===== src/hdl/crc16fc_pkg.sv =====
// Types, constants and the CRC byte update shared by the frame codec modules.
package crc16fc_pkg;

   // Frame layout and sizing.
   localparam int HDR_BYTES          = 3;
   localparam int CRC_BYTES          = 2;
   localparam int FRAME_OVERHEAD     = HDR_BYTES + CRC_BYTES;
   localparam int TX_FRAME_BYTES_DEF = 64;
   localparam int QUEUE_DEPTH_DEF    = 4;
   localparam int RX_POS_W           = 9;
   localparam logic [RX_POS_W-1:0] RX_POS_MAX = '1;

   // CRC constants.
   localparam logic [15:0] CRC_POLY      = 16'h1021;
   localparam logic [15:0] CRC_INIT_ONES = 16'hffff;

   // Command codes of an input item.
   localparam logic CMD_RX = 1'b0;
   localparam logic CMD_TX = 1'b1;

   // Configuration register indexes.
   localparam logic REG_RX_HEAD = 1'b0;
   localparam logic REG_TX_HEAD = 1'b1;

   // Result kinds.
   localparam logic [1:0] KIND_RX_BYTE = 2'd0;
   localparam logic [1:0] KIND_VERDICT = 2'd1;
   localparam logic [1:0] KIND_TX_BYTE = 2'd2;
   localparam logic [1:0] KIND_REJECT  = 2'd3;

   // Status codes.
   localparam logic [2:0] ST_OK       = 3'd0;
   localparam logic [2:0] ST_BAD_HEAD = 3'd1;
   localparam logic [2:0] ST_BAD_LEN  = 3'd2;
   localparam logic [2:0] ST_BAD_CRC  = 3'd3;
   localparam logic [2:0] ST_TX_LONG  = 3'd4;

   // Remembered CRC modes.
   localparam logic [1:0] MODE_NONE   = 2'd0;
   localparam logic [1:0] MODE_XMODEM = 2'd1;
   localparam logic [1:0] MODE_FALSE  = 2'd2;

   // Result steps of one queued run, emitted lowest bit first.
   localparam int STEP_PAY    = 0;
   localparam int STEP_VERD   = 1;
   localparam int STEP_REJ    = 2;
   localparam int STEP_HEAD   = 3;
   localparam int STEP_CMD    = 4;
   localparam int STEP_LEN    = 5;
   localparam int STEP_DATA   = 6;
   localparam int STEP_CRC_HI = 7;
   localparam int STEP_CRC_LO = 8;
   localparam int STEP_W      = 9;

   typedef struct packed {
      logic       cmd;
      logic [7:0] data_byte;
      logic       first;
      logic       last;
      logic [7:0] frame_cmd;
      logic [7:0] tx_len;
   } req_type;

   typedef struct packed {
      logic [1:0] kind;
      logic [7:0] out_byte;
      logic [7:0] rx_command;
      logic [7:0] rx_length;
      logic [2:0] status;
      logic [1:0] crc_kind;
      logic       end_of_run;
   } rsp_type;

   // One run of results, as classified by the front part.
   typedef struct packed {
      logic [STEP_W-1:0] steps;
      logic [7:0]        data_byte;
      logic [7:0]        head_byte;
      logic [7:0]        aux_cmd;
      logic [7:0]        aux_len;
      logic [2:0]        status;
      logic [1:0]        mode_pre;
      logic [1:0]        mode_post;
      logic              init_ones;
      logic              tail_zero;
   } entry_type;

   // CRC16 with polynomial 0x1021, one byte, most significant bit first.
   function automatic logic [15:0] crc16_byte(input logic [15:0] crc_i,
                                              input logic [7:0]  byte_i);
      logic [15:0] c;
      c = crc_i ^ {byte_i, 8'h00};
      for (int i = 0; i < 8; i++) begin
         if (c[15]) begin
            c = {c[14:0], 1'b0} ^ CRC_POLY;
         end else begin
            c = {c[14:0], 1'b0};
         end
      end
      return c;
   endfunction

endpackage


===== src/hdl/crc16_frame_codec_core.sv =====
// Top level of the CRC16 frame codec: front part, run queue and back part.
//
// Usage: req_ carries one item per transfer. cmd 0 feeds a received frame byte,
// with last on the final byte; cmd 1 feeds a transmit payload item, with
// first on the item carrying frame_cmd and tx_len and last on the final one.
// rsp_ carries result transfers; end_of_run marks the last result of an item.
// csr_ writes rx_head (index 0) and tx_head (index 1) while the block is idle.
// Throughput: one item per cycle while each item gives at most one result
// and rsp_stall is low. An item with several results holds the single result
// port until it has given them all (up to six for a transmit first item that
// is also last), and the run queue of QUEUE_DEPTH entries absorbs bursts
// before req_stall rises. With the queue and the back part idle, the first
// result of an item is written to the queue, then to the output register that offers it.
// Reset clears all receive, transmit and CRC state, the remembered CRC mode,
// both head registers and the queue; no result is valid after reset.
// When the receiver holds rsp_stall, the result register keeps its value,
// the queue fills, and req_stall is raised once the queue is full.
module crc16_frame_codec_core
   import crc16fc_pkg::*;
#(
   parameter int TX_FRAME_BYTES = TX_FRAME_BYTES_DEF,
   parameter int QUEUE_DEPTH    = QUEUE_DEPTH_DEF
) (
   input  logic       clock,
   input  logic       reset,
   input  logic       req_valid,
   output logic       req_stall,
   input  req_type    req_data,
   output logic       rsp_valid,
   input  logic       rsp_stall,
   output rsp_type    rsp_data,
   input  logic       csr_we,
   input  logic       csr_index,
   input  logic [7:0] csr_wdata
);

   logic      push, q_full, q_pop, q_not_empty;
   entry_type push_data, q_head;

   // Item acceptance and classification.
   crc16fc_front #(
      .TX_FRAME_BYTES(TX_FRAME_BYTES)
   ) u_front (
      .clock     (clock),
      .reset     (reset),
      .req_valid (req_valid),
      .req_stall (req_stall),
      .req_data  (req_data),
      .csr_we    (csr_we),
      .csr_index (csr_index),
      .csr_wdata (csr_wdata),
      .q_full    (q_full),
      .push      (push),
      .push_data (push_data)
   );

   // Queue of result runs.
   crc16fc_fifo #(
      .DEPTH(QUEUE_DEPTH)
   ) u_fifo (
      .clock     (clock),
      .reset     (reset),
      .push      (push),
      .push_data (push_data),
      .full      (q_full),
      .pop       (q_pop),
      .not_empty (q_not_empty),
      .head_data (q_head)
   );

   // Result sequencing.
   crc16fc_back u_back (
      .clock       (clock),
      .reset       (reset),
      .q_not_empty (q_not_empty),
      .q_head      (q_head),
      .q_pop       (q_pop),
      .rsp_valid   (rsp_valid),
      .rsp_stall   (rsp_stall),
      .rsp_data    (rsp_data)
   );

endmodule


===== src/hdl/crc16fc_front.sv =====
// Front part: accepts items, tracks receive and transmit state, queues result runs.
module crc16fc_front
   import crc16fc_pkg::*;
#(
   parameter int TX_FRAME_BYTES = TX_FRAME_BYTES_DEF
) (
   input  logic      clock,
   input  logic      reset,
   input  logic      req_valid,
   output logic      req_stall,
   input  req_type   req_data,
   input  logic      csr_we,
   input  logic      csr_index,
   input  logic [7:0] csr_wdata,
   input  logic      q_full,
   output logic      push,
   output entry_type push_data
);

   localparam logic [8:0] TxLenMax = 9'(TX_FRAME_BYTES - FRAME_OVERHEAD);

   logic [7:0]          rx_head_ff, tx_head_ff;
   logic [RX_POS_W-1:0] pos_ff, pos_in;
   logic [7:0]          head_seen_ff, head_seen_in;
   logic [7:0]          cmd_seen_ff, cmd_seen_in;
   logic [7:0]          len_seen_ff, len_seen_in;
   logic [15:0]         xmodem_ff, xmodem_in;
   logic [15:0]         false_ff, false_in;
   logic [15:0]         recv_ff, recv_in;
   logic [1:0]          mode_ff, mode_in;
   logic                rejected_ff, rejected_in;

   logic                accept;
   logic [RX_POS_W-1:0] region;
   logic                in_region;
   logic [15:0]         xmodem_upd, false_upd;
   logic [2:0]          verdict;
   logic [1:0]          verdict_mode;

   assign req_stall = q_full;
   assign accept    = req_valid && !q_full;

   // Receive byte: capture header fields, update both CRCs, judge on the last byte.
   always_comb begin
      head_seen_in = (pos_ff == 9'd0) ? req_data.data_byte : head_seen_ff;
      cmd_seen_in  = (pos_ff == 9'd1) ? req_data.data_byte : cmd_seen_ff;
      len_seen_in  = (pos_ff == 9'd2) ? req_data.data_byte : len_seen_ff;
      region       = 9'(HDR_BYTES) + {1'b0, len_seen_in};
      in_region    = pos_ff < region;
      xmodem_upd   = crc16_byte(xmodem_ff, req_data.data_byte);
      false_upd    = crc16_byte(false_ff, req_data.data_byte);
      xmodem_in    = in_region ? xmodem_upd : xmodem_ff;
      false_in     = in_region ? false_upd : false_ff;
      recv_in      = {recv_ff[7:0], req_data.data_byte};
      pos_in       = (pos_ff != RX_POS_MAX) ? pos_ff + 9'd1 : pos_ff;

      verdict_mode = mode_ff;
      if (head_seen_in != rx_head_ff) begin
         verdict = ST_BAD_HEAD;
      end else if (pos_in != {1'b0, len_seen_in} + 9'(FRAME_OVERHEAD)) begin
         verdict = ST_BAD_LEN;
      end else if (xmodem_in == recv_in) begin
         verdict      = ST_OK;
         verdict_mode = MODE_XMODEM;
      end else if (false_in == recv_in) begin
         verdict      = ST_OK;
         verdict_mode = MODE_FALSE;
      end else begin
         verdict = ST_BAD_CRC;
      end
   end

   // Classify the item into a run of result steps.
   always_comb begin
      push_data           = '0;
      push_data.data_byte = req_data.data_byte;
      push_data.head_byte = tx_head_ff;
      push_data.mode_pre  = mode_ff;
      push_data.mode_post = mode_ff;
      push_data.tail_zero = (mode_ff == MODE_NONE);
      push_data.init_ones = (mode_ff == MODE_FALSE);
      mode_in             = mode_ff;
      rejected_in         = rejected_ff;

      if (req_data.cmd == CMD_RX) begin
         push_data.steps[STEP_PAY]  = in_region && (pos_ff >= 9'(HDR_BYTES));
         push_data.steps[STEP_VERD] = req_data.last;
         push_data.aux_cmd          = cmd_seen_in;
         push_data.aux_len          = len_seen_in;
         push_data.status           = verdict;
         if (req_data.last) begin
            mode_in             = verdict_mode;
            push_data.mode_post = verdict_mode;
         end
      end else if (req_data.first) begin
         push_data.aux_cmd = req_data.frame_cmd;
         push_data.aux_len = req_data.tx_len;
         if ({1'b0, req_data.tx_len} > TxLenMax) begin
            rejected_in               = 1'b1;
            push_data.steps[STEP_REJ] = 1'b1;
            push_data.status          = ST_TX_LONG;
         end else begin
            rejected_in                  = 1'b0;
            push_data.steps[STEP_HEAD]   = 1'b1;
            push_data.steps[STEP_CMD]    = 1'b1;
            push_data.steps[STEP_LEN]    = 1'b1;
            push_data.steps[STEP_DATA]   = (req_data.tx_len != 8'd0);
            push_data.steps[STEP_CRC_HI] = req_data.last;
            push_data.steps[STEP_CRC_LO] = req_data.last;
         end
      end else if (!rejected_ff) begin
         push_data.steps[STEP_DATA]   = 1'b1;
         push_data.steps[STEP_CRC_HI] = req_data.last;
         push_data.steps[STEP_CRC_LO] = req_data.last;
      end
   end

   assign push = accept && (push_data.steps != '0);

   // Configuration registers.
   always_ff @(posedge clock) begin
      if (reset) begin
         rx_head_ff <= '0;
         tx_head_ff <= '0;
      end else if (csr_we) begin
         if (csr_index == REG_RX_HEAD) begin
            rx_head_ff <= csr_wdata;
         end
         if (csr_index == REG_TX_HEAD) begin
            tx_head_ff <= csr_wdata;
         end
      end
   end

   // Receive and transmit state; a verdict returns the receive side to its start.
   always_ff @(posedge clock) begin
      if (reset) begin
         pos_ff       <= '0;
         head_seen_ff <= '0;
         cmd_seen_ff  <= '0;
         len_seen_ff  <= '0;
         xmodem_ff    <= '0;
         false_ff     <= CRC_INIT_ONES;
         recv_ff      <= '0;
         mode_ff      <= MODE_NONE;
         rejected_ff  <= 1'b0;
      end else if (accept) begin
         mode_ff     <= mode_in;
         rejected_ff <= rejected_in;
         if (req_data.cmd == CMD_RX) begin
            if (req_data.last) begin
               pos_ff       <= '0;
               head_seen_ff <= '0;
               cmd_seen_ff  <= '0;
               len_seen_ff  <= '0;
               xmodem_ff    <= '0;
               false_ff     <= CRC_INIT_ONES;
               recv_ff      <= '0;
            end else begin
               pos_ff       <= pos_in;
               head_seen_ff <= head_seen_in;
               cmd_seen_ff  <= cmd_seen_in;
               len_seen_ff  <= len_seen_in;
               xmodem_ff    <= xmodem_in;
               false_ff     <= false_in;
               recv_ff      <= recv_in;
            end
         end
      end
   end

endmodule


===== src/hdl/crc16fc_fifo.sv =====
// Short queue of result runs between the front and back parts.
module crc16fc_fifo
   import crc16fc_pkg::*;
#(
   parameter int DEPTH = QUEUE_DEPTH_DEF
) (
   input  logic      clock,
   input  logic      reset,
   input  logic      push,
   input  entry_type push_data,
   output logic      full,
   input  logic      pop,
   output logic      not_empty,
   output entry_type head_data
);

   localparam int PtrW = (DEPTH > 1) ? $clog2(DEPTH) : 1;
   localparam int CntW = $clog2(DEPTH + 1);

   entry_type           slot_ff [DEPTH];
   logic [PtrW-1:0]     wr_ptr_ff, wr_ptr_in;
   logic [PtrW-1:0]     rd_ptr_ff, rd_ptr_in;
   logic [CntW-1:0]     count_ff, count_in;
   logic                do_push, do_pop;

   assign full      = (count_ff == CntW'(DEPTH));
   assign not_empty = (count_ff != '0);
   assign head_data = slot_ff[rd_ptr_ff];
   assign do_push   = push && !full;
   assign do_pop    = pop && not_empty;

   // Pointer and fill count updates.
   always_comb begin
      wr_ptr_in = wr_ptr_ff;
      rd_ptr_in = rd_ptr_ff;
      count_in  = count_ff;
      if (do_push) begin
         wr_ptr_in = (wr_ptr_ff == PtrW'(DEPTH - 1)) ? '0 : wr_ptr_ff + 1'b1;
      end
      if (do_pop) begin
         rd_ptr_in = (rd_ptr_ff == PtrW'(DEPTH - 1)) ? '0 : rd_ptr_ff + 1'b1;
      end
      if (do_push && !do_pop) begin
         count_in = count_ff + 1'b1;
      end else if (do_pop && !do_push) begin
         count_in = count_ff - 1'b1;
      end
   end

   always_ff @(posedge clock) begin
      if (reset) begin
         wr_ptr_ff <= '0;
         rd_ptr_ff <= '0;
         count_ff  <= '0;
      end else begin
         wr_ptr_ff <= wr_ptr_in;
         rd_ptr_ff <= rd_ptr_in;
         count_ff  <= count_in;
      end
   end

   // Entry storage.
   always_ff @(posedge clock) begin
      if (do_push) begin
         slot_ff[wr_ptr_ff] <= push_data;
      end
   end

endmodule


===== src/hdl/crc16fc_back.sv =====
// Back part: steps through queued runs, one result a cycle while rsp_stall is low, and builds the transmit CRC.
module crc16fc_back
   import crc16fc_pkg::*;
(
   input  logic      clock,
   input  logic      reset,
   input  logic      q_not_empty,
   input  entry_type q_head,
   output logic      q_pop,
   output logic      rsp_valid,
   input  logic      rsp_stall,
   output rsp_type   rsp_data
);

   entry_type         cur_ff;
   logic [STEP_W-1:0] mask_ff, mask_in;
   logic [15:0]       acc_ff, acc_in;
   logic              rsp_valid_ff, rsp_valid_in;
   rsp_type           rsp_data_ff, rsp_data_in;

   logic              advance;
   logic              from_head;
   entry_type         src;
   logic [STEP_W-1:0] src_mask, low, rest;
   logic [15:0]       acc_init, crc_out;

   assign advance   = !rsp_valid_ff || !rsp_stall;
   assign from_head = (mask_ff == '0);
   assign src       = from_head ? q_head : cur_ff;
   assign src_mask  = from_head ? (q_not_empty ? q_head.steps : '0) : mask_ff;
   assign low       = src_mask & (~src_mask + 1'b1);
   assign rest      = src_mask & ~low;
   assign q_pop     = advance && from_head && q_not_empty;
   assign acc_init  = src.init_ones ? CRC_INIT_ONES : 16'h0000;
   assign crc_out   = src.tail_zero ? 16'h0000 : acc_ff;

   // Build the result of the lowest pending step and advance the CRC.
   always_comb begin
      rsp_data_in            = '0;
      rsp_data_in.crc_kind   = src.mode_post;
      rsp_data_in.end_of_run = (rest == '0);
      rsp_data_in.kind       = KIND_TX_BYTE;
      acc_in                 = acc_ff;
      if (low[STEP_PAY]) begin
         rsp_data_in.kind     = KIND_RX_BYTE;
         rsp_data_in.out_byte = src.data_byte;
         rsp_data_in.crc_kind = src.mode_pre;
      end else if (low[STEP_VERD]) begin
         rsp_data_in.kind       = KIND_VERDICT;
         rsp_data_in.rx_command = src.aux_cmd;
         rsp_data_in.rx_length  = src.aux_len;
         rsp_data_in.status     = src.status;
      end else if (low[STEP_REJ]) begin
         rsp_data_in.kind   = KIND_REJECT;
         rsp_data_in.status = src.status;
      end else if (low[STEP_HEAD]) begin
         rsp_data_in.out_byte = src.head_byte;
         acc_in               = crc16_byte(acc_init, src.head_byte);
      end else if (low[STEP_CMD]) begin
         rsp_data_in.out_byte = src.aux_cmd;
         acc_in               = crc16_byte(acc_ff, src.aux_cmd);
      end else if (low[STEP_LEN]) begin
         rsp_data_in.out_byte = src.aux_len;
         acc_in               = crc16_byte(acc_ff, src.aux_len);
      end else if (low[STEP_DATA]) begin
         rsp_data_in.out_byte = src.data_byte;
         acc_in               = crc16_byte(acc_ff, src.data_byte);
      end else if (low[STEP_CRC_HI]) begin
         rsp_data_in.out_byte = crc_out[15:8];
      end else begin
         rsp_data_in.out_byte = crc_out[7:0];
      end
      rsp_valid_in = (src_mask != '0);
      mask_in      = rest;
   end

   // Step mask, transmit CRC and output valid.
   always_ff @(posedge clock) begin
      if (reset) begin
         mask_ff      <= '0;
         acc_ff       <= '0;
         rsp_valid_ff <= 1'b0;
      end else if (advance) begin
         mask_ff      <= mask_in;
         acc_ff       <= acc_in;
         rsp_valid_ff <= rsp_valid_in;
      end
   end

   // Current run and output payload.
   always_ff @(posedge clock) begin
      if (q_pop) begin
         cur_ff <= q_head;
      end
      if (advance) begin
         rsp_data_ff <= rsp_data_in;
      end
   end

   assign rsp_valid = rsp_valid_ff;
   assign rsp_data  = rsp_data_ff;

endmodule


===== config.mk =====
export PLATFORM = sky130hd
export DESIGN_NAME = crc16_frame_codec_core
export DESIGN_NICKNAME = d
export VERILOG_FILES = /design/src/hdl/crc16fc_pkg.sv /design/src/hdl/crc16_frame_codec_core.sv /design/src/hdl/crc16fc_front.sv /design/src/hdl/crc16fc_fifo.sv /design/src/hdl/crc16fc_back.sv
export SDC_FILE = /design/constraint.sdc
export NUM_CORES = 1
export LEC_CHECK = 0
export CORE_MARGIN = 5
export CORE_UTILIZATION = 55
export DETAILED_ROUTE_END_ITERATION = 8
export DONT_BUFFER_PORTS = 1
export PLACE_DENSITY = 0.79
export SYNTH_ARGS = -nofsm -noshare
export SYNTH_HDL_FRONTEND = slang
export SYNTH_SLANG_ARGS = --single-unit

===== constraint.sdc =====
create_clock -name clock -period 6.42 [get_ports clock]
set_input_delay 0.321 -clock clock [delete_from_list [all_inputs] [get_ports clock]]
set_output_delay 0.321 -clock clock [all_outputs]
set_load 0.01 [all_outputs]

==> flow_results.xml, run 1 <==
<?xml version="1.0" encoding="UTF-8"?>
<metrics>
  <group name="route">
    <metric name="avgRoutedWirePerCell" unit="µm">23.8</metric>
    <metric name="drc_errors" unit="">0</metric>
    <metric name="detail-route-antenna-nets" unit="">0</metric>
    <metric name="totalWireLength" unit="mm">51.5</metric>
    <metric name="number_of_iterations_in_the_first_detailed_routing_pass" unit="">7</metric>
    <metric name="drt-initial-drc-count" unit="">1436</metric>
    <metric name="viasPerCell" unit="">6.48</metric>
    <metric name="detailroute.via_count" unit="">14000</metric>
  </group>
  <group name="yosys">
    <metric name="synth_fp_nets" unit="">1761</metric>
    <metric name="synth-async-reset-ratio" unit="%">0</metric>
    <metric name="netlist_area" unit="mm²">0.0191</metric>
    <metric name="netlist_instances" unit="">1699</metric>
    <metric name="yosysWarnings" unit="">0</metric>
    <metric name="synth.top_cell.area_share" unit="%">40.2</metric>
    <metric name="synth_seq_area_share" unit="%">53.4</metric>
    <metric name="synth_ff_type" unit="">sky130_fd_sc_hd__edfxtp_1</metric>
    <metric name="count_of_flip_flops_with_a_built_in_enable_after_synthesis" unit="">255</metric>
    <metric name="ys_ff_latch" unit="">381</metric>
    <metric name="syn_area_per_cell" unit="µm²">11.2</metric>
    <metric name="synth.area.top_cells" unit="">sky130_fd_sc_hd__edfxtp_1 (40%), sky130_fd_sc_hd__dfxtp_1 (13%), sky130_fd_sc_hd__mux4_2 (5.4%)</metric>
    <metric name="synth_cell_types" unit="">82</metric>
    <metric name="synth_top_area_cell" unit="">sky130_fd_sc_hd__edfxtp_1</metric>
  </group>
  <group name="min_path">
    <metric name="path_category_of_the_worst_min_delay_check" unit="">primary input to register</metric>
    <metric name="min_from" unit="">req_data[16]</metric>
    <metric name="hold_depth" unit="">3</metric>
    <metric name="min_to" unit="">u_front.recv_ff[1]</metric>
  </group>
  <group name="finish">
    <metric name="final_layout_size_suffix_gt1_share" unit="%">9.18</metric>
    <metric name="design.final.nets" unit="">1743</metric>
    <metric name="area_delta_synth_final" unit="%">9.96</metric>
    <metric name="num-fill-cells" unit="">2701</metric>
    <metric name="antenna_cells" unit="">0</metric>
    <metric name="final_common_cell" unit="">sky130_fd_sc_hd__edfxtp_1</metric>
    <metric name="post_layout_instance_area" unit="mm²">0.0210</metric>
    <metric name="finalCoreUtilization" unit="%">61.0</metric>
    <metric name="multi_input_area" unit="mm²">0.00824</metric>
    <metric name="mostFrequentLayoutCells" unit="">sky130_fd_sc_hd__edfxtp_1 (255), sky130_fd_sc_hd__nor2_1 (161), sky130_fd_sc_hd__nand2_1 (131)</metric>
    <metric name="area.sequential" unit="mm²">0.0102</metric>
    <metric name="final-instance-count-excl-fill" unit="">2166</metric>
  </group>
  <group name="worst_setup_path">
    <metric name="slowest_delay" unit="ns">0.61</metric>
    <metric name="cell_count_of_the_worst_reg_to_reg_path" unit="">25</metric>
    <metric name="critical-path-slowest-cell" unit="">sky130_fd_sc_hd__or4b_1</metric>
    <metric name="crit-reg2reg-capture" unit="">u_fifo.count_ff[2]</metric>
    <metric name="timing.rr.start" unit="">u_front.pos_ff[0]</metric>
    <metric name="path_class" unit="">register to register</metric>
    <metric name="critPathRequiredTime" unit="ns">6.87</metric>
    <metric name="regToRegSetupSlack" unit="ns">0.43</metric>
    <metric name="start_kind" unit="">register</metric>
    <metric name="worstPathMaxFanout" unit="">10</metric>
    <metric name="timing.critical_path.arrival" unit="ns">6.44</metric>
    <metric name="critical_path_buffer_and_inverter_count" unit="">6</metric>
    <metric name="critPathCaptureType" unit="">register</metric>
    <metric name="cpLargestDelayFamily" unit="">simple AND/OR/NAND/NOR gates</metric>
  </group>
  <group name="clock_network">
    <metric name="tritoncts" unit="">yes</metric>
    <metric name="ctsHtreeMaxLevel" unit="">2</metric>
    <metric name="numClockSinks" unit="">381</metric>
    <metric name="post_cts_buffers" unit="">0</metric>
    <metric name="worst_setup_hold_path_clk_slew" unit="ns">0.06</metric>
    <metric name="clock_latency" unit="ns">0.54</metric>
    <metric name="cts_max_path_buffers" unit="">3</metric>
    <metric name="numCtsBuffers" unit="">40</metric>
    <metric name="clockRootBuffer" unit="">sky130_fd_sc_hd__clkbuf_16</metric>
  </group>
  <group name="die">
    <metric name="die_width" unit="µm">196</metric>
    <metric name="floorplan.die_area" unit="mm²">0.0385</metric>
    <metric name="design.core.area" unit="mm²">0.0344</metric>
    <metric name="chipHeight" unit="µm">196</metric>
    <metric name="io_pins" unit="">75</metric>
    <metric name="fp-row-count" unit="">68</metric>
    <metric name="initial_utilization" unit="%">55.4</metric>
  </group>
  <group name="grt">
    <metric name="first_global_vias" unit="">13700</metric>
    <metric name="gr-total-overflow" unit="">0</metric>
    <metric name="first_pass_grt_wire_length" unit="mm">80.2</metric>
    <metric name="number_of_antenna_violations_at_the_first_check_in_global_routing" unit="">3</metric>
    <metric name="grt_start_max_net_pins" unit="">108</metric>
    <metric name="track_usage" unit="%">26.5</metric>
  </group>
  <group name="placed_design">
    <metric name="place_ws" unit="ns">0.581</metric>
    <metric name="io_buffer_count" unit="">0</metric>
    <metric name="placedCellCount" unit="">2068</metric>
    <metric name="placed_area" unit="mm²">0.0194</metric>
    <metric name="routabilityCongestion" unit="">0.979</metric>
    <metric name="post-dp-hpwl" unit="mm">35.0</metric>
  </group>
  <group name="power_and_ir_drop">
    <metric name="powerDensity" unit="mW/mm²">560</metric>
    <metric name="leakage" unit="nW">7.27</metric>
    <metric name="vdd_ir_drop_max" unit="V">0.000568</metric>
  </group>
  <group name="timing">
    <metric name="layout_worst_path_cycle_share" unit="%">93.3</metric>
    <metric name="grt_setup_unrepaired" unit="">no</metric>
    <metric name="final_worst_slack" unit="ns">0.432</metric>
    <metric name="final-hold-violation-count" unit="">0</metric>
    <metric name="worst_clock_skew" unit="ns">0.0123</metric>
    <metric name="drv_slew" unit="">0</metric>
    <metric name="setup_tns" unit="ns">0</metric>
    <metric name="setup_violations" unit="">0</metric>
    <metric name="maxSlewHeadroom" unit="%">33.8</metric>
    <metric name="final.min_clock_period" unit="ns">5.99</metric>
    <metric name="max_freq" unit="MHz">167</metric>
    <metric name="worst-slew-pin-transition" unit="ns">0.990</metric>
  </group>
  <group name="outcome">
    <metric name="run_status" unit="">finished clean</metric>
  </group>
  <group name="flow_run">
    <metric name="maxCapViolCount" unit="">0</metric>
  </group>
</metrics>
[metrics by stage]
step                power, mW  hold WS, ns
floorplan                7.92        0.420
global placement         9.27        0.401
detailed placement       9.37        0.403
CTS                      11.7      0.00748
global route             12.4       0.0355
finish                   11.7       0.0297
[tightest hold or removal path: stages]
cell                      delay, ns
sky130_fd_sc_hd__nor2_1        0.06
sky130_fd_sc_hd__nand2_1       0.07
sky130_fd_sc_hd__a21oi_1       0.05
[layout make-up]
cell class | count | area share, %
clock buffers | 59 | 5.36
clock inverters | 13 | 0.752
inverters | 51 | 0.914
multi-input cells | 1159 | 39.3
flip-flops and latches | 381 | 48.6
well taps | 455 | 2.72
repair buffers | 48 | 2.35
[synth_stat cells (7+ instances only)]
| cell | n |
|---|---|
| sky130_fd_sc_hd__xnor2_1 | 105 |
| sky130_fd_sc_hd__nand4_1 | 13 |
| sky130_fd_sc_hd__a211oi_1 | 12 |
| sky130_fd_sc_hd__dfxtp_1 | 126 |
| sky130_fd_sc_hd__mux2i_1 | 63 |
| sky130_fd_sc_hd__nor4_1 | 11 |
| sky130_fd_sc_hd__and2_1 | 18 |
| sky130_fd_sc_hd__or3_1 | 9 |
| sky130_fd_sc_hd__inv_1 | 49 |
| sky130_fd_sc_hd__o211ai_1 | 16 |
| sky130_fd_sc_hd__o21ai_1 | 8 |
| sky130_fd_sc_hd__a22oi_1 | 41 |
| sky130_fd_sc_hd__nand3_1 | 46 |
| sky130_fd_sc_hd__nor3_1 | 34 |
| sky130_fd_sc_hd__buf_2 | 20 |
| sky130_fd_sc_hd__nand2b_1 | 7 |
| sky130_fd_sc_hd__edfxtp_1 | 255 |
| sky130_fd_sc_hd__a21oi_1 | 110 |
| sky130_fd_sc_hd__mux4_2 | 46 |
| sky130_fd_sc_hd__a31oi_1 | 16 |
| sky130_fd_sc_hd__o221ai_1 | 12 |
| sky130_fd_sc_hd__o22ai_1 | 31 |
| sky130_fd_sc_hd__nand2_1 | 131 |
| sky130_fd_sc_hd__nor2b_1 | 9 |
| sky130_fd_sc_hd__and3_1 | 16 |
| sky130_fd_sc_hd__xor2_1 | 45 |
| sky130_fd_sc_hd__o21ai_0 | 66 |
| sky130_fd_sc_hd__clkbuf_1 | 78 |
| sky130_fd_sc_hd__nor2_1 | 161 |
| sky130_fd_sc_hd__ha_1 | 20 |
[where the power goes]
| part | internal, mW | switching (mW) |
|---|---|---|
| sequential | 3.19 | 0.315 |
| combinational | 2.29 | 3.68 |
| clock | 1.34 | 0.927 |
| total | 6.82 | 4.93 |
[worst max-delay path by stage]
stage / startpoint / endpoint / slack (ns) / cells after the start
5_1_grt: u_front.pos_ff[0] / u_fifo.count_ff[2] / 0.03 / 25
3_3_place_gp: u_front.pos_ff[0] / u_fifo.count_ff[2] / 0.75 / 23
6_report: u_front.pos_ff[0] / u_fifo.count_ff[2] / 0.43 / 25
2_1_floorplan: u_front.pos_ff[0] / u_fifo.slot_ff[3][0] / 0.82 / 20
4_1_cts: u_front.pos_ff[0] / u_fifo.count_ff[2] / 0.47 / 25
3_5_place_dp: u_front.pos_ff[0] / u_fifo.count_ff[2] / 0.58 / 25
[state kept, by name, summed over array words and instances (netlist names), 8 cells and up, named ones only]
signal,count
u_front.pos_ff,9
u_back.acc_ff,16
u_front.head_seen_ff,8
u_front.len_seen_ff,8
u_front.recv_ff,8
u_back.cur_ff,39
u_front.false_ff,16
u_back.rsp_data,32
u_fifo.slot_ff,184
u_front.rx_head_ff,8
u_front.xmodem_ff,16
u_front.tx_head_ff,8
u_front.cmd_seen_ff,8
u_back.mask_ff,8
[per-layer routing]
metal	up-vias	track usage, %	wire, µm
li1	6293	-	-
met1	6809	34.1	20000
met2	758	44.2	24900
met3	176	4.53	3890
met4	6	12.2	2650
met5	-	0	28
[kinds of logic (layout without fill, tap and decap cells)]
family,after synthesis,after routing,synth area share [%]
fa+ha+maj,22,22,1.47
buf+inv,159,171,3.44
compound gates,379,379,12.8
mux,111,111,8.86
simple gates,489,489,12.2
flops,381,381,53.4
xor+xnor,158,158,7.81
[timing repair]
| action | in CTS | in global routing |
|---|---|---|
| hold endpoints to repair | 141 | 0 |
| setup endpoints to repair | 0 | 1 |
| resized for setup | 0 | 1 |
| hold buffers | 26 | 0 |
Power figures use the tool's default switching activity.
==> run 2: changes to the inputs <==
- CORE_ASPECT_RATIO: not set -> 1.5
- REMOVE_ABC_BUFFERS: not set -> 1
- SYNTH_HIERARCHICAL: not set -> 1
==> flow_results.xml, run 2 <==
<?xml version="1.0" encoding="UTF-8"?>
<metrics>
  <group name="finish">
    <metric name="largest_register_ff_count" unit="">200</metric>
    <metric name="register_ranked_first_by_flip_flop_count" unit="">u_fifo/slot_ff</metric>
    <metric name="mostFrequentLayoutCells" unit="">sky130_fd_sc_hd__edfxtp_1 (271), sky130_fd_sc_hd__nor2_1 (143), sky130_fd_sc_hd__nand2_1 (140)</metric>
    <metric name="design.final.nets" unit="">1858</metric>
    <metric name="final-instance-count-excl-fill" unit="">2315</metric>
    <metric name="num-fill-cells" unit="">2928</metric>
    <metric name="area_delta_synth_final" unit="%">8.23</metric>
    <metric name="final_common_cell" unit="">sky130_fd_sc_hd__edfxtp_1</metric>
    <metric name="final_layout_size_suffix_gt1_share" unit="%">11.5</metric>
  </group>
  <group name="timing">
    <metric name="drv_slew" unit="">0</metric>
    <metric name="final-hold-violation-count" unit="">0</metric>
    <metric name="layout_worst_path_cycle_share" unit="%">93.1</metric>
    <metric name="maxSlewHeadroom" unit="%">25.7</metric>
    <metric name="setup_violations" unit="">0</metric>
    <metric name="max_freq" unit="MHz">167</metric>
    <metric name="setup_tns" unit="ns">0</metric>
    <metric name="grt_setup_unrepaired" unit="">no</metric>
    <metric name="worst-slew-pin-transition" unit="ns">1.11</metric>
    <metric name="final.min_clock_period" unit="ns">5.98</metric>
    <metric name="worst_clock_skew" unit="ns">0.0247</metric>
  </group>
  <group name="yosys">
    <metric name="netlist_area" unit="mm²">0.0208</metric>
    <metric name="synth_ff_type" unit="">sky130_fd_sc_hd__edfxtp_1</metric>
    <metric name="yosysWarnings" unit="">6</metric>
    <metric name="synth_seq_area_share" unit="%">51.2</metric>
    <metric name="synth.area.top_cells" unit="">sky130_fd_sc_hd__edfxtp_1 (39%), sky130_fd_sc_hd__dfxtp_1 (12%), sky130_fd_sc_hd__mux4_2 (5.4%)</metric>
    <metric name="synth-async-reset-ratio" unit="%">0</metric>
    <metric name="netlist_top_cells_count" unit="">sky130_fd_sc_hd__edfxtp_1 (271), sky130_fd_sc_hd__nor2_1 (144), sky130_fd_sc_hd__nand2_1 (140)</metric>
    <metric name="syn_area_per_cell" unit="µm²">11.4</metric>
    <metric name="netlist_instances" unit="">1828</metric>
    <metric name="synth_top_area_cell" unit="">sky130_fd_sc_hd__edfxtp_1</metric>
    <metric name="synth.top_cell.area_share" unit="%">39.1</metric>
    <metric name="dominant_cell_by_count_in_the_synthesized_netlist" unit="">sky130_fd_sc_hd__edfxtp_1</metric>
    <metric name="synth_cell_types" unit="">107</metric>
    <metric name="count_of_flip_flops_with_a_built_in_enable_after_synthesis" unit="">271</metric>
    <metric name="ys_ff_latch" unit="">397</metric>
  </group>
  <group name="grt">
    <metric name="first_global_vias" unit="">15500</metric>
    <metric name="gr-total-overflow" unit="">0</metric>
    <metric name="first_pass_grt_wire_length" unit="mm">90.0</metric>
    <metric name="grt_start_max_net_pins" unit="">102</metric>
    <metric name="track_usage" unit="%">27.7</metric>
    <metric name="number_of_antenna_violations_at_the_first_check_in_global_routing" unit="">3</metric>
  </group>
  <group name="power_and_ir_drop">
    <metric name="vdd_ir_drop_max" unit="V">0.000635</metric>
    <metric name="power.net_switching" unit="mW">5.30</metric>
    <metric name="powerDensity" unit="mW/mm²">548</metric>
    <metric name="cellInternalPower" unit="mW">7.07</metric>
    <metric name="netSwitchingFraction" unit="%">42.9</metric>
    <metric name="seqPwrFrac" unit="%">30.2</metric>
    <metric name="power.clock.fraction" unit="%">17.7</metric>
    <metric name="leakage" unit="nW">7.93</metric>
    <metric name="power.share.combinational" unit="%">52.1</metric>
  </group>
  <group name="die">
    <metric name="fp-row-count" unit="">87</metric>
    <metric name="initial_utilization" unit="%">55.5</metric>
    <metric name="chipHeight" unit="µm">248</metric>
    <metric name="die_width" unit="µm">169</metric>
    <metric name="design.core.area" unit="mm²">0.0376</metric>
    <metric name="floorplan.die_area" unit="mm²">0.0420</metric>
    <metric name="io_pins" unit="">75</metric>
  </group>
  <group name="clock_network">
    <metric name="cts_max_path_buffers" unit="">3</metric>
    <metric name="clockRootBuffer" unit="">sky130_fd_sc_hd__clkbuf_16</metric>
    <metric name="worst_setup_hold_path_clk_slew" unit="ns">0.06</metric>
    <metric name="tritoncts" unit="">yes</metric>
    <metric name="numCtsBuffers" unit="">38</metric>
    <metric name="numClockSinks" unit="">397</metric>
    <metric name="clock_latency" unit="ns">0.55</metric>
    <metric name="ctsHtreeMaxLevel" unit="">2</metric>
    <metric name="post_cts_buffers" unit="">0</metric>
  </group>
  <group name="route">
    <metric name="number_of_iterations_in_the_first_detailed_routing_pass" unit="">8</metric>
    <metric name="detailroute.via_count" unit="">15200</metric>
    <metric name="detail-route-antenna-nets" unit="">0</metric>
    <metric name="drc_errors" unit="">0</metric>
    <metric name="drt-initial-drc-count" unit="">1318</metric>
    <metric name="viasPerCell" unit="">6.56</metric>
    <metric name="avgRoutedWirePerCell" unit="µm">25.3</metric>
    <metric name="totalWireLength" unit="mm">58.7</metric>
  </group>
  <group name="flow_run">
    <metric name="maxCapViolCount" unit="">0</metric>
  </group>
  <group name="outcome">
    <metric name="run_status" unit="">finished clean</metric>
  </group>
  <group name="worst_setup_path">
    <metric name="critPathRequiredTime" unit="ns">6.89</metric>
    <metric name="start_kind" unit="">register</metric>
    <metric name="regToRegSetupSlack" unit="ns">0.44</metric>
    <metric name="path_class" unit="">register to register</metric>
    <metric name="worstPathMaxFanout" unit="">11</metric>
    <metric name="critPathCaptureType" unit="">register</metric>
    <metric name="timing.critical_path.arrival" unit="ns">6.45</metric>
  </group>
  <group name="placed_design">
    <metric name="placedCellCount" unit="">2218</metric>
    <metric name="post-dp-hpwl" unit="mm">40.6</metric>
    <metric name="routabilityCongestion" unit="">1.01</metric>
    <metric name="io_buffer_count" unit="">0</metric>
  </group>
  <group name="min_path">
    <metric name="path_category_of_the_worst_min_delay_check" unit="">primary input to register</metric>
  </group>
</metrics>
## run 2: cell count changes after synthesis, sizes merged, moves of 10 or more
cell / change
a211oi: +10
buf: +35
clkbuf: -13
edfxtp: +16
nand2: +10
nor2: -17
o211ai: +11
xor2: +14
## run 2: final cells by class
type	count	area [µm²]	share of cell area (%)
Timing Repair Buffer	58	546	2.42
Multi-Input combinational cell	1253	9340	41.4
Antenna cell	1	2.50	0.0111
Clock buffer	47	1020	4.51
Tap cell	489	612	2.71
Sequential cell	397	10700	47.3
Inverter	48	185	0.821
Clock inverter	22	189	0.838
## run 2: kinds of logic after synthesis
group                      count (synthesis)  share of synthesized area, %
muxes                                    119                          8.75
DFF                                      397                          51.2
adders and majority gates                 21                          1.30
buffers and inverters                    178                          4.18
and+or+nand+nor                          506                          12.2
AOI/OAI and AO/OA                        426                          13.9
xor gates and xnor gates                 181                          8.49
## run 2: final timing paths
kind | startpoint | depth (start not counted) | endpoint
setup / recovery | u_front/pos_ff[1] | 24 | u_fifo/count_ff[2]
hold / removal | req_data[26] | 1 | u_fifo/slot_ff[2][42]
hold reg to reg | u_front/head_seen_ff[2] | 2 | u_front/head_seen_ff[2]
setup reg to reg | u_front/pos_ff[1] | 24 | u_fifo/count_ff[2]
## run 2: per-stage QoR
stage	setup slack, ns	total power, mW	hold slack [ns]	util (%)	instance area (µm²)
detailed placement	0.256	10.0	0.419	56.1	21100
CTS	0.221	12.3	0.00216	60.0	22500
floorplan	0.304	8.21	0.386	-	20200
global placement	0.376	9.89	0.414	56.1	21100
finish	0.445	12.4	0.0251	60.1	22600
global route	0.0532	12.9	0.0219	60.0	22500
## run 2: layer usage
layer	part of all wire, %	track usage, %	routed length (µm)
met1	35	30.1	20500
met2	51	49.3	30200
met3	6.0	4.73	3530
met4	7.7	19.0	4510
met5	0.049	0	29
## run 2: timing repair
action,4_1_cts,5_1_grt
hold buffers,27,0
setup endpoints to repair,0,1
resized for setup,0,2
endpoints found under the hold margin,135,0
## run 2: power by group through the flow
stage	Sequential (mW)	Clock, mW	Combinational [mW]
after global routing	3.78	2.33	6.83
final	3.74	2.18	6.45
after floorplan	3.71	0	4.50
after detailed placement	3.79	0	6.23
after CTS	3.74	2.21	6.30
after global placement	3.75	0	6.14
## run 2: critical path: stages, from the launching register on
cell                       delay (ns)
sky130_fd_sc_hd__dfxtp_1         0.48
sky130_fd_sc_hd__ha_1            0.23
sky130_fd_sc_hd__or4b_4          0.58
sky130_fd_sc_hd__nor2_2          0.18
sky130_fd_sc_hd__mux2i_1         0.35
sky130_fd_sc_hd__ha_1            0.28
sky130_fd_sc_hd__nor3_1          0.09
sky130_fd_sc_hd__xor2_1          0.16
sky130_fd_sc_hd__ha_1            0.32
sky130_fd_sc_hd__a21oi_1         0.15
sky130_fd_sc_hd__o21ai_0         0.12
sky130_fd_sc_hd__a221oi_1        0.37
sky130_fd_sc_hd__nand2_1         0.13
sky130_fd_sc_hd__a211oi_1        0.35
sky130_fd_sc_hd__buf_4           0.21
sky130_fd_sc_hd__nor2_1          0.05
sky130_fd_sc_hd__nor2_2          0.20
sky130_fd_sc_hd__inv_1           0.12
sky130_fd_sc_hd__nor2_2          0.16
sky130_fd_sc_hd__ha_1            0.20
sky130_fd_sc_hd__inv_1           0.07
sky130_fd_sc_hd__fa_1            0.43
sky130_fd_sc_hd__xor2_1          0.15
sky130_fd_sc_hd__or3_2           0.41
sky130_fd_sc_hd__a21oi_1         0.14
